==> src/hw/rtl/chtp_pkg.sv <==
// Shared types, constants and status codes for the credential hash table probe unit.
// Used by the controller, the datapath, the top level and the port checker.
package chtp_pkg;

    // Default parameter values
    localparam int TABLE_DEPTH_DEF = 64;
    localparam int KEY_BYTES_DEF   = 16;
    localparam int PROBE_LIMIT_DEF = 16;

    // Fixed field widths
    localparam int KEY_W       = 128;
    localparam int DIGEST_W    = 160;
    localparam int S_TDATA_W   = KEY_W + DIGEST_W;
    localparam int STATUS_W    = 3;
    localparam int M_TDATA_W   = 8;
    localparam int ADDR_W_MAX  = 10;
    localparam int BYTE_IDX_W  = 4;

    // Multiplicative hash constant
    localparam logic [31:0] MUL_CONST = 32'd2654435769;

    // Remainder unit: reciprocal product, quotient bits, subtract
    localparam int MOD_STEPS = 3;

    // Command codes on s_tuser
    localparam logic CMD_REGISTER = 1'b0;
    localparam logic CMD_CHECK    = 1'b1;

    // Result status codes
    localparam logic [STATUS_W-1:0] ST_INSERTED = 3'd0;
    localparam logic [STATUS_W-1:0] ST_REPLACED = 3'd1;
    localparam logic [STATUS_W-1:0] ST_FULL     = 3'd2;
    localparam logic [STATUS_W-1:0] ST_ACCEPT   = 3'd3;
    localparam logic [STATUS_W-1:0] ST_REJECT   = 3'd4;

    // One table row
    typedef struct packed {
        logic                slot_used;
        logic [KEY_W-1:0]    key;
        logic [DIGEST_W-1:0] digest;
    } entry_t;

    // Controller to datapath
    typedef struct packed {
        logic                  load_item;
        logic                  hash_step;
        logic                  mod_step;
        logic                  probe_adv;
        logic                  rd_en;
        logic                  wr_insert;
        logic                  wr_replace;
        logic                  clr_wr;
        logic                  res_load;
        logic [STATUS_W-1:0]   res_code;
        logic                  out_load;
        logic [BYTE_IDX_W-1:0] byte_idx;
        logic [ADDR_W_MAX-1:0] clr_addr;
    } cmd_t;

    // Datapath to controller
    typedef struct packed {
        logic slot_used;
        logic key_match;
        logic digest_match;
        logic is_check;
    } stat_t;

endpackage

==> src/hw/rtl/chtp_ctrl.sv <==
// Controller state machine of the probe unit: clearing pass, hash, remainder,
// probe loop and result handoff. Depends on chtp_pkg.
module chtp_ctrl #(
    parameter int TABLE_DEPTH = chtp_pkg::TABLE_DEPTH_DEF,
    parameter int KEY_BYTES   = chtp_pkg::KEY_BYTES_DEF,
    parameter int PROBE_LIMIT = chtp_pkg::PROBE_LIMIT_DEF
) (
    input  logic              aclk,
    input  logic              aresetn,
    input  logic              s_tvalid,
    output logic              s_tready,
    output logic              m_tvalid,
    input  logic              m_tready,
    input  chtp_pkg::stat_t   stat,
    output chtp_pkg::cmd_t    cmd
);

    localparam int SW = $clog2(TABLE_DEPTH);
    localparam int PW = $clog2(PROBE_LIMIT + 1);
    localparam int MW = $clog2(chtp_pkg::MOD_STEPS);
    localparam int BW = chtp_pkg::BYTE_IDX_W;
    localparam int AW = chtp_pkg::ADDR_W_MAX;

    localparam logic [2:0] S_CLEAR = 3'd0;
    localparam logic [2:0] S_IDLE  = 3'd1;
    localparam logic [2:0] S_HASH  = 3'd2;
    localparam logic [2:0] S_MOD   = 3'd3;
    localparam logic [2:0] S_READ  = 3'd4;
    localparam logic [2:0] S_CMP   = 3'd5;
    localparam logic [2:0] S_DONE  = 3'd6;

    logic [2:0]    state_reg, state_next;
    logic [BW-1:0] byte_reg, byte_next;
    logic [MW-1:0] mod_reg, mod_next;
    logic [PW-1:0] probe_reg, probe_next;
    logic [SW-1:0] clr_reg, clr_next;
    logic          m_valid_reg, m_valid_next;

    always_comb begin
        state_next   = state_reg;
        byte_next    = byte_reg;
        mod_next     = mod_reg;
        probe_next   = probe_reg;
        clr_next     = clr_reg;
        cmd          = '0;
        cmd.byte_idx = byte_reg;
        cmd.clr_addr = AW'(clr_reg);
        m_valid_next = m_valid_reg & ~m_tready;

        case (state_reg)
            S_CLEAR: begin
                cmd.clr_wr = 1'b1;
                if (clr_reg == SW'(TABLE_DEPTH - 1)) begin
                    state_next = S_IDLE;
                end else begin
                    clr_next = clr_reg + SW'(1);
                end
            end
            S_IDLE: begin
                if (s_tvalid) begin
                    cmd.load_item = 1'b1;
                    byte_next     = '0;
                    mod_next      = '0;
                    probe_next    = '0;
                    state_next    = S_HASH;
                end
            end
            S_HASH: begin
                cmd.hash_step = 1'b1;
                if (byte_reg == BW'(KEY_BYTES - 1)) begin
                    state_next = S_MOD;
                end else begin
                    byte_next = byte_reg + BW'(1);
                end
            end
            S_MOD: begin
                cmd.mod_step = 1'b1;
                if (mod_reg == MW'(chtp_pkg::MOD_STEPS - 1)) begin
                    state_next = S_READ;
                end else begin
                    mod_next = mod_reg + MW'(1);
                end
            end
            S_READ: begin
                cmd.rd_en  = 1'b1;
                state_next = S_CMP;
            end
            S_CMP: begin
                if (!stat.slot_used) begin
                    cmd.res_load  = 1'b1;
                    cmd.res_code  = stat.is_check ? chtp_pkg::ST_REJECT
                                                  : chtp_pkg::ST_INSERTED;
                    cmd.wr_insert = ~stat.is_check;
                    state_next    = S_DONE;
                end else if (stat.key_match) begin
                    cmd.res_load   = 1'b1;
                    cmd.wr_replace = ~stat.is_check;
                    if (!stat.is_check) begin
                        cmd.res_code = chtp_pkg::ST_REPLACED;
                    end else if (stat.digest_match) begin
                        cmd.res_code = chtp_pkg::ST_ACCEPT;
                    end else begin
                        cmd.res_code = chtp_pkg::ST_REJECT;
                    end
                    state_next = S_DONE;
                end else if (probe_reg == PW'(PROBE_LIMIT - 1)) begin
                    cmd.res_load = 1'b1;
                    cmd.res_code = stat.is_check ? chtp_pkg::ST_REJECT
                                                 : chtp_pkg::ST_FULL;
                    state_next   = S_DONE;
                end else begin
                    cmd.probe_adv = 1'b1;
                    probe_next    = probe_reg + PW'(1);
                    state_next    = S_READ;
                end
            end
            S_DONE: begin
                // hold the result until the output word is free
                if (!m_valid_reg || m_tready) begin
                    cmd.out_load = 1'b1;
                    m_valid_next = 1'b1;
                    state_next   = S_IDLE;
                end
            end
            default: begin
                state_next = S_IDLE;
            end
        endcase
    end

    always_ff @(posedge aclk) begin
        if (!aresetn) begin
            state_reg   <= S_CLEAR;
            byte_reg    <= '0;
            mod_reg     <= '0;
            probe_reg   <= '0;
            clr_reg     <= '0;
            m_valid_reg <= 1'b0;
        end else begin
            state_reg   <= state_next;
            byte_reg    <= byte_next;
            mod_reg     <= mod_next;
            probe_reg   <= probe_next;
            clr_reg     <= clr_next;
            m_valid_reg <= m_valid_next;
        end
    end

    assign s_tready = (state_reg == S_IDLE);
    assign m_tvalid = m_valid_reg;

endmodule

==> config.mk <==
export PLATFORM = sky130hd
export DESIGN_NAME = chtp_ctrl
export DESIGN_NICKNAME = d
export VERILOG_FILES = /design/src/hw/rtl/chtp_pkg.sv /design/src/hw/rtl/chtp_ctrl.sv
export SDC_FILE = /design/constraint.sdc
export NUM_CORES = 1
export LEC_CHECK = 0
export ABC_AREA = 1
export BUFFER_PORTS_ARGS = -buffer_cell sky130_fd_sc_hd__buf_2
export CAP_MARGIN = 20
export CORE_ASPECT_RATIO = 1.2
export CORE_MARGIN = 5
export CORE_UTILIZATION = 50
export DETAILED_ROUTE_END_ITERATION = 8
export GPL_TIMING_DRIVEN = 0
export PLACE_DENSITY_LB_ADDON = 0.1
export SLEW_MARGIN = 10
export SYNTH_ARGS = -nofsm -noshare
export SYNTH_HDL_FRONTEND = slang
export SYNTH_SLANG_ARGS = --single-unit
==> constraint.sdc <==
create_clock -name aclk -period 2.45 [get_ports aclk]
set_input_delay 0.245 -clock aclk [delete_from_list [all_inputs] [get_ports aclk]]
set_output_delay 0.245 -clock aclk [all_outputs]
set_load 0.01 [all_outputs]
# Word level (Yosys, flattened, before mapping)
# Index checks and enable logic that the tools add are counted.
# word_totals
out_inout_bits	29
memories	0
mem_bits_ro	0
input_bits	8
latch_bits	0
ff_bits	21
ramBits	0
# classes
order_cmp	0
eq_ne	20
n_div	0
add_sub_neg	4
n_reduce_logical	11
n_bitwise	4
mux	46
shifts	0
n_mul	0
# ops
cell	n
3-bit two-way mux	11
4-bit two-way mux	6
3-bit case mux with 7 select lines	1
5-bit two-way mux	4
2-bit != test (second input constant)	10
1-bit two-way mux	17
5-bit case mux with 2 select lines	1
5-bit AND reduction	2
3-bit == test (second input constant)	3
2-bit two-way mux	4
4-bit case mux with 2 select lines	1
6-bit by 1-bit adder with 6-bit output (second input constant)	1
3-bit by 2-bit == test with 1-bit output (second input constant)	2
6-bit == test (second input constant)	1
3-bit AND reduction	2
2-bit nonzero test	3
5-bit by 1-bit adder with 5-bit output (second input constant)	1
5-bit by 4-bit == test with 1-bit output (second input constant)	1
4-bit by 1-bit adder with 4-bit output (second input constant)	1
4-bit == test (second input constant)	1
2-bit case mux with 2 select lines	1
3-bit by 1-bit == test with 1-bit output (second input constant)	1
3-bit zero test	1
1-bit NOT	3
6 further kinds	6

# Depth between registers and ports, before layout
# Gate-level depths: netlist of the first run.
# depth
word_depth	5
mapped_depth	10
ltp_nobuf	10

# Worst setup path after synthesis of the first run
# OpenSTA, ideal clock, no wires.
# synth_timing
path_kind	reg2reg
from	register probe_reg[0]
to	register probe_reg[1]
arrival_ns	1.487
n_path_buf	0
slack_ns	0.846
path_stages_with_launch	11
t_required_ns	2.333
setup_time_ns	0.117
cell_sequence	dfxtp_1 > ha_1 > nand2_1 > nor2_1 > ha_1 > nor3_1 > nand2_1 > nand2_2 > inv_2 > a21oi_1 > nor2_1
# synth_via
elab_chain_cells	5
elab_cells_between_ends	8
classes_between	add/sub: 1; eq/ne: 2; mux: 4; reduce/logical: 1
# synth_rtl
element	line	rtl
from (decl)	chtp_ctrl.sv:35	logic [PW-1:0] probe_reg, probe_next;
from (signal assigned)	chtp_ctrl.sv:143	probe_reg <= probe_next;
5-bit by 1-bit adder with 5-bit output	chtp_ctrl.sv:113	probe_next = probe_reg + PW'(1);
5-bit two-way mux	chtp_ctrl.sv:106	end else if (probe_reg == PW'(PROBE_LIMIT - 1)) begin
5-bit two-way mux	chtp_ctrl.sv:95	end else if (stat.key_match) begin
5-bit two-way mux	chtp_ctrl.sv:89	if (!stat.slot_used) begin
5-bit case mux with 2 select lines	chtp_ctrl.sv:50	case (state_reg)
# Several ways; a longest one is shown, not always the timed one. The select of a mux whose other input is x is not followed.
# A chain may end at the register's enable or synchronous reset.

==> results of run 1 <==
tightest hold or removal path, cell delays in order:
cell and delay (ps):
buf_2 140, o21ai_0 80, a21oi_1 40
cell families (layout without fill, tap and decap cells):
group,Yosys count,count (layout),share of synthesized area [%]
simple gates,95,95,34.2
compound gates,36,36,15.4
xor+xnor,1,1,0.683
fa+ha+maj,5,5,4.88
buf+inv,34,70,11.7
other cells,1,4,0.292
flops,21,21,32.8
power by group through the flow:
stage                     logic, mW  registers, mW  clock network, mW
final                        0.0457          0.352              0.174
after global placement       0.0439          0.359                  0
after global routing         0.0518          0.353              0.197
after detailed placement     0.0454          0.359                  0
after floorplan              0.0255          0.361                  0
after CTS                    0.0456          0.352              0.182
per-stage QoR:
step                      power, mW  hold slack, ps
after floorplan               0.386             383
after global placement        0.403             473
after detailed placement      0.405             486
after CTS                     0.579             206
after global routing          0.601             228
final                         0.571             222
placed cells by master (no fill, tap or decap), drive strengths merged, types with 3 or more instances in the layout:
cell,instances
buf,38
nor2,38
nand2,36
inv,28
dfxtp,21
a21oi,19
o21ai,15
nand3,11
ha,5
nor3,4
conb,4
clkbuf,3
cell type report:
| type | instances | area, um2 |
|---|---|---|
| clock buffers | 3 | 22.5 |
| fillers | 249 | 980 |
| repair buffers | 32 | 160 |
| plain buffers | 6 | 42.5 |
| inverters | 28 | 108 |
| well taps | 33 | 41.3 |
| flip-flops and latches | 21 | 420 |
| clock inverters | 1 | 5.00 |
| multi-input cells | 141 | 723 |
layer usage:
metal,track usage (%),vias up
met2,32.9,40
met5,0,-
met4,5.93,0
met1,19.1,592
met3,3.54,2
li1,-,689
path summary, 6_finish.rpt:
path | start | endpoint | slack [ps] | cells after the start
worst min-delay path | aresetn | clr_reg[0] | 220 | 3
worst min register to register | probe_reg[2] | probe_reg[2] | 510 | 2
worst max-delay path | probe_reg[0] | cmd[23] | 360 | 8
worst max register to register | probe_reg[0] | probe_reg[1] | 610 | 10
==> flow_summary.toml, run 1 <==
[place]
dp.final_hpwl_um = 2410
port-buffer-count = 32
placedInstanceArea_um2 = 1500
placed_cells = 261
dp_slack_ps = 641
place.gp.congestion = 0.894

[power]
power_share_of_the_combinational_group_pct = 8.0
power.net_switching_uw = 145
sw_frac_of_total_pct = 25.3
power.share.clock_pct = 30.4
power_frac_seq_pct = 61.6
peakVddDrop_v = 0.000276
p_per_cell_area_nw_per_um2 = 375
cellLeakagePower_nw = 0.791
cell_internal_pwr_uw = 426

[cells_and_area]
largest_reg_flops = 6
utilization_pct = 60.9
n_antenna_cell = 0
final_design_area_no_fill_um2 = 1520
synth_to_final_area_change_pct = 18.7
finalNonFillerCells = 265
fin_nets = 246
fraction_of_final_layout_cells_with_drive_strength_greater_than_1_pct = 28.4

[synth]
ys_seq_area_share_pct = 32.8
ys_ff_latch = 21
yosys.cell_types.count = 26
postSynthAreaPerCell_um2 = 6.64
synthDominantAreaCellType = "dfxtp_1"
synth_flop_cell = "dfxtp_1"
postSynth.asyncResetShare_pct = 0
yosys_warnings = 0
synthMostInstantiatedCell = "nand2_1"
synth_edf_count = 0
mappedNetlistArea_um2 = 1280
yosys-top-cells-area = "dfxtp_1 33%, nand2_1 9.1%, nor2_1 8.2%"
synthCells = 193
post-synth-top-area-fraction_pct = 32.8
synth.cells.most_frequent = "31 x nand2_1, 28 x nor2_1, 22 x inv_1"

[detailed_routing]
first_iter_violations = 30
avgRoutedWirePerCell_um = 11.4
route.vias.total = 1323
wirelength_met1_um = 1330
top_layer_used = "met4"
avgViaCountPerCell = 4.99
drcViolationCount = 0
dr_wl_met3_um = 191
drt_pre_antenna_iters = 4
drt_wl_total_um = 3030
final_antenna_net_count = 0
met2_wirelength_um = 1490

[critical_path]
critical_path.max_fanout = 4
crit_buf_inv = 2
crit_path_top_delay_cell = "dfxtp_1"
cpPeakStageDelay_ps = 360
crit_path_start_kind = "flip-flop"
crit_path_end_kind = "output pin"
timing.setup.critical_path_class = "reg -> out"
worst-endpoint-arrival_ps = 1850
timing.critical_path.max_delay_family = "simple AND/OR/NAND/NOR gates"
timing.critical_path.cells = "ha_1 > nand2_1 > nor2_1 > ha_1 > nor3_1 > nand2_1 > inv_1 > buf_2"
cp.required_ps = 2200

[timing]
finalCriticalPeriod_ps = 2090
setup-tns-final_ps = 0
timing_hold_violations_final = 0
rsz0062_at_grt = "no"
slew_viol_final = 0
clock.fmax_mhz = 477
period_share_pct = 85.5
timing.final.ws_setup_ps = 355
final.setup_skew_ps = 10.5
setup_viol = 0

[floorplan]
die_x_um = 56.2
initial_standard_cell_utilization_of_the_core_pct = 51.2
die_outline_area_um2 = 3680
core_um2 = 2500
die_height_um = 65.5
fp-row-count = 20
floorplan.io_pins = 37

[global_routing]
first_global_vias = 1245
grt_max_degree = 13
grt_pass1_wl_um = 5180
antenna_violations_before_repair = 0
gr_ovfl_total = 0
grt_use_total_pct = 17.4

[status]
outcome = "finished, final reports clean"

[cts]
cts.reportedPaths.clkPinSlew_ps = 130
cts_num_sinks = 21
clock_tree_from_tritoncts = "built"
clk_latency_ps = 310
cts_root_buf = "clkbuf_4"
cts_made_buffers = 3
ctsLongestPathBuffers = 2
cts.repair_timing.setup_buffer_count = 0
h-tree-depth = 1
cts_resized = 0
cts_hold_repair.buffers = 0

[job]
cap_violations = 0

[worst_hold_path]
timing.hold.worst.class = "in -> reg"
(Power assumes the default switching activity.)
==> inputs of run 2 (changes only) <==
RECOVER_POWER = 25   (was not set)
==> run 2 against run 1 <==
  * Critical path depth unchanged
  * Wire length about the same
  * Maximum frequency decreased by 0.12%
  * Combinational power decreased by 2%
  * Via count increased by 0.83%
  * Die area unchanged
  * Clock skew increased by 0.65 ps
  * Largest cell class unchanged
  * Largest power group unchanged
==> flow_summary.toml, run 2 (synthesis results as in run 1) <==
[cts]
cts_root_buf = "clkbuf_4"
cts_num_sinks = 21
ctsLongestPathBuffers = 2
h-tree-depth = 1
clk_latency_ps = 310
cts.repair_timing.setup_buffer_count = 0
cts_made_buffers = 3
clock_tree_from_tritoncts = "built"
cts_hold_repair.buffers = 0
cts_resized = 0
cts.reportedPaths.clkPinSlew_ps = 130

[global_routing]
grt_max_degree = 13
grt_pass1_wl_um = 5180
grt_use_total_pct = 17.4
antenna_violations_before_repair = 0
gr_ovfl_total = 0
first_global_vias = 1245

[timing]
slew_viol_final = 0
finalCriticalPeriod_ps = 2100
timing_hold_violations_final = 0
setup-tns-final_ps = 0
setup_viol = 0
rsz0062_at_grt = "no"
final.setup_skew_ps = 11.1
clock.fmax_mhz = 477
period_share_pct = 85.6
timing.hold.ws_ps = 222

[place]
dp.final_hpwl_um = 2410
port-buffer-count = 32
place.gp.congestion = 0.894

[critical_path]
critical_path_depth = 8
reg_to_reg_startpoint = "probe_reg[0]"
reg2reg_slack_ps = 610
crit_path_end_kind = "output pin"
cp.required_ps = 2200
crit_path_start_kind = "flip-flop"
timing.critical_path.cells = "ha_1 > nand2_1 > nor2_1 > ha_1 > nor3_1 > nand2_1 > inv_1 > buf_2"
crit_path_top_delay_cell = "dfxtp_1"
timing.reg2reg.worst_path_depth = 10
cpPeakStageDelay_ps = 370
r2r_endpoint = "probe_reg[1]"
critical_path.max_fanout = 4
crit_buf_inv = 2
critPathLaunch = "probe_reg[0]"
timing.setup.critical_path_class = "reg -> out"
worst-endpoint-arrival_ps = 1850
timing.critical_path.max_delay_family = "simple AND/OR/NAND/NOR gates"
setup.worst_path.end = "cmd[23]"

[detailed_routing]
drt_wl_total_um = 3030
avgRoutedWirePerCell_um = 11.4
first_iter_violations = 31
drcViolationCount = 0
route.vias.total = 1334
final_antenna_net_count = 0
avgViaCountPerCell = 5.03
drt_pre_antenna_iters = 4

[cells_and_area]
sequential_cell_area_um2 = 420
fin_nets = 246
largest_reg_flops = 6
area_used_by_multi_input_combinational_logic_um2 = 721
fraction_of_final_layout_cells_with_drive_strength_greater_than_1_pct = 23.7
synth_to_final_area_change_pct = 17.6
n_antenna_cell = 0
mostFrequentLayoutCells = "31 x nand2_1, 29 x nor2_1, 23 x buf_2, 22 x inv_1, 21 x dfxtp_1"
fillers = 255
layout_commonest_cell = "nand2_1"

[power]
p_per_cell_area_nw_per_um2 = 377
peakVddDrop_v = 0.000272
cellLeakagePower_nw = 0.748
p_total_uw = 569

[worst_hold_path]
timing.hold.worst.class = "in -> reg"

[floorplan]
die_outline_area_um2 = 3680
die_height_um = 65.5
die_x_um = 56.2
core_um2 = 2500
floorplan.io_pins = 37
initial_standard_cell_utilization_of_the_core_pct = 51.2
fp-row-count = 20

[status]
outcome = "finished, final reports clean"

[job]
cap_violations = 0
-- run 2: cell count changes in the layout (fill, tap and decap cells not counted), sizes merged --
cell / before / now
clkbuf: 3 / 13
buf: 38 / 28
-- run 2: per-stage QoR --
stage	cell area, um2	util [%]	setup slack, ps	cells
6_report	1510	60.3	353	265
3_3_place_gp	1500	59.8	686	261
2_1_floorplan	1290	-	846	196
4_1_cts	1520	60.9	332	265
3_5_place_dp	1500	59.8	641	261
5_1_grt	1510	60.3	165	265
-- run 2: power by group --
| part | leakage [nW] | internal, mW | switching (mW) |
|---|---|---|---|
| combinational | 0.561 | 0.0186 | 0.0262 |
| sequential | 0.170 | 0.346 | 0.00576 |
| clock | 0.0177 | 0.0609 | 0.112 |
-- run 2: area by class of cell --
cell class	instances	share of cell area, %
multi-input combinational	141	47.8
sequential	21	27.9
clock buffer	3	1.49
timing repair buffer	32	9.79
tap	33	2.74
clock inverter	1	0.332
buffer	6	2.82
inverter	28	7.14
-- run 2: routing by layer --
metal	global-route usage (%)	wire, um
met1	19.1	1340
met2	32.9	1500
met3	3.54	155
met4	5.93	28
met5	0	0
-- run 2: worst min path at each step --
stage / to / cells past startpoint / from
global placement: clr_reg[4] / 2 / clr_reg[4]
CTS: m_tvalid / 4 / m_tready
detailed placement: probe_reg[2] / 2 / probe_reg[2]
global route: clr_reg[4] / 3 / aresetn
floorplan: clr_reg[0] / 2 / aresetn
finish: m_tvalid / 4 / m_tready
-- run 2: worst register-to-register path, delay by kind of cell, from the launching register on --
kind,cells,cell delay (ps)
buffers and inverters,1,70
AND/OR/NAND/NOR,6,800
flip-flops,1,370
adder cells (fa/ha/maj),2,410
AO/OA/AOI/OAI,1,110
==> inputs of run 3 (changes only) <==
CORE_UTILIZATION = 46   (was 50)
clock period = 1.85 ns   (was 2.45 ns; I/O delays follow)
==> run 3 against run 2 <==
  * Wire length down 0.26%
  * Clock power up 25%
  * Final area is 4.9% higher
  * Non-clock buffer count up 1
  * Register-to-register slack lost 330 ps
  * Sequential share of layout area down 0.99 points
  * Clock skew down 8.6 ps
  * Sequential power increased by 32%
  * Largest cell class unchanged
==> flow_summary.toml, run 3 (synthesis results as in run 1) <==
[detailed_routing]
avgRoutedWirePerCell_um = 11.3
final_antenna_net_count = 0
drt_pre_antenna_iters = 4
drcViolationCount = 0
avgViaCountPerCell = 5.03
route.vias.total = 1343
drt_wl_total_um = 3020
first_iter_violations = 82

[floorplan]
die_outline_area_um2 = 3950
initial_standard_cell_utilization_of_the_core_pct = 46.9
core_um2 = 2730
die_x_um = 58.2
floorplan.io_pins = 37
die_height_um = 67.8
fp-row-count = 21

[cells_and_area]
fin_nets = 247
synth_to_final_area_change_pct = 23.3
mostFrequentLayoutCells = "29 x nand2_1, 28 x nor2_1, 23 x buf_2, 22 x inv_1"
finalNonFillerCells = 267
fraction_of_final_layout_cells_with_drive_strength_greater_than_1_pct = 27.9
largest_reg_flops = 6
fillers = 267
layout_commonest_cell = "nand2_1"
n_antenna_cell = 0

[critical_path]
crit_path_top_delay_cell = "dfxtp_4"
crit_path_start_kind = "flip-flop"
timing.critical_path.cells = "ha_4 > nand2_4 > nor2_4 > ha_4 > nand2_2 > a221oi_2 > buf_2"
crit_path_frequent_cell = "ha_4"
critical_path_depth = 7
r2r_endpoint = "state_reg[1]"
timing.setup.critical_path_class = "reg -> out"
worst-endpoint-arrival_ps = 1590
timing.critical_path.max_delay_family = "flip-flops"
crit_path_end_kind = "output pin"
cpPeakStageDelay_ps = 380
crit_buf_inv = 1
reg_to_reg_startpoint = "clr_reg[0]"
timing.reg2reg.worst_path_depth = 8
reg2reg_slack_ps = 280
critical_path.max_fanout = 3
cp.required_ps = 1660

[worst_hold_path]
whs_path_depth = 4
timing.hold.worst.class = "in -> reg"
hold-path-endpoint = "m_tvalid"
hp-start = "m_tready"

[global_routing]
grt_max_degree = 13
gr_ovfl_total = 0
first_global_vias = 1205
grt_use_total_pct = 15.9
grt_pass1_wl_um = 4910
antenna_violations_before_repair = 0

[cts]
ctsLongestPathBuffers = 2
cts_num_sinks = 21
cts_root_buf = "clkbuf_4"
cts_hold_repair.buffers = 0
cts_made_buffers = 3
clock_tree_from_tritoncts = "built"
clk_latency_ps = 300
h-tree-depth = 1
cts.reportedPaths.clkPinSlew_ps = 110

[timing]
setup_viol = 0
rsz0062_at_grt = "yes"
slew_viol_final = 0
setup-tns-final_ps = 0
finalCriticalPeriod_ps = 1780
final.setup_skew_ps = 2.52
period_share_pct = 96.2
timing_hold_violations_final = 0
clock.fmax_mhz = 562

[place]
placed_cells = 262
port-buffer-count = 32
place.gp.congestion = 0.825
dp.final_hpwl_um = 2310

[power]
p_per_cell_area_nw_per_um2 = 469
peakVddDrop_v = 0.000320
cellLeakagePower_nw = 0.773

[status]
outcome = "finished, final reports clean"

[job]
cap_violations = 0
run 3: cell types whose count changed in the layout (fill, tap and decap cells not counted), moves of 2 or more:
cell / delta
dfxtp_1: -2
ha_1: -2
ha_4: +2
nand2_1: -2
run 3: repair_timing:
| action | 4_1_cts | 5_1_grt |
|---|---|---|
| pin swaps | 3 | 5 |
| setup endpoints to repair | 4 | 4 |
| gates resized for setup | 8 | 7 |
| gates cloned | 0 | 0 |
| buffers inserted | 1 | 0 |
run 3: layout make-up:
type	count	area, um2	area share [%]
Buffer	6	42.5	2.69
Clock buffer	3	22.5	1.42
Clock inverter	1	5.00	0.316
Inverter	28	108	6.80
Multi-Input combinational cell	141	781	49.4
Sequential cell	21	425	26.9
Tap cell	34	42.5	2.69
Timing Repair Buffer	33	155	9.81
run 3: worst reg2reg max path: stages (launching register included):
cell,delay (ps)
dfxtp_1,450
ha_1,220
nand3_1,100
nor2_1,180
nor2_4,90
nor2_2,220
nand3_1,100
nand2_1,70
nor2_1,40
run 3: power breakdown:
group          switching [mW]  total (mW)  internal (mW)
Combinational          0.0363      0.0618         0.0255
Clock                   0.135       0.216         0.0807
Sequential            0.00760       0.464          0.456
run 3: layer usage:
layer	track usage, %	wire length [um]
met5	0	0
met4	9.57	74
met3	3.21	154
met2	27.8	1450
met1	17.8	1340
run 3: worst max-delay path by stage:
stage,startpoint,end
global route,probe_reg[1],cmd[23]
detailed placement,probe_reg[0],probe_reg[1]
finish,probe_reg[1],cmd[16]
CTS,probe_reg[1],cmd[23]
global placement,probe_reg[0],probe_reg[1]
floorplan,probe_reg[0],probe_reg[1]
run 3: per-stage QoR:
step	total power [mW]	hold WS [ps]	area [um2]	util, %	setup WS [ps]
3_3_place_gp	0.534	477	1500	54.8	97.5
6_report	0.742	161	1580	57.9	70.8
4_1_cts	0.760	151	1560	57.2	6.95
3_5_place_dp	0.535	485	1500	54.8	81.0
5_1_grt	0.782	174	1580	57.9	-51.7
2_1_floorplan	0.511	323	1290	-	246
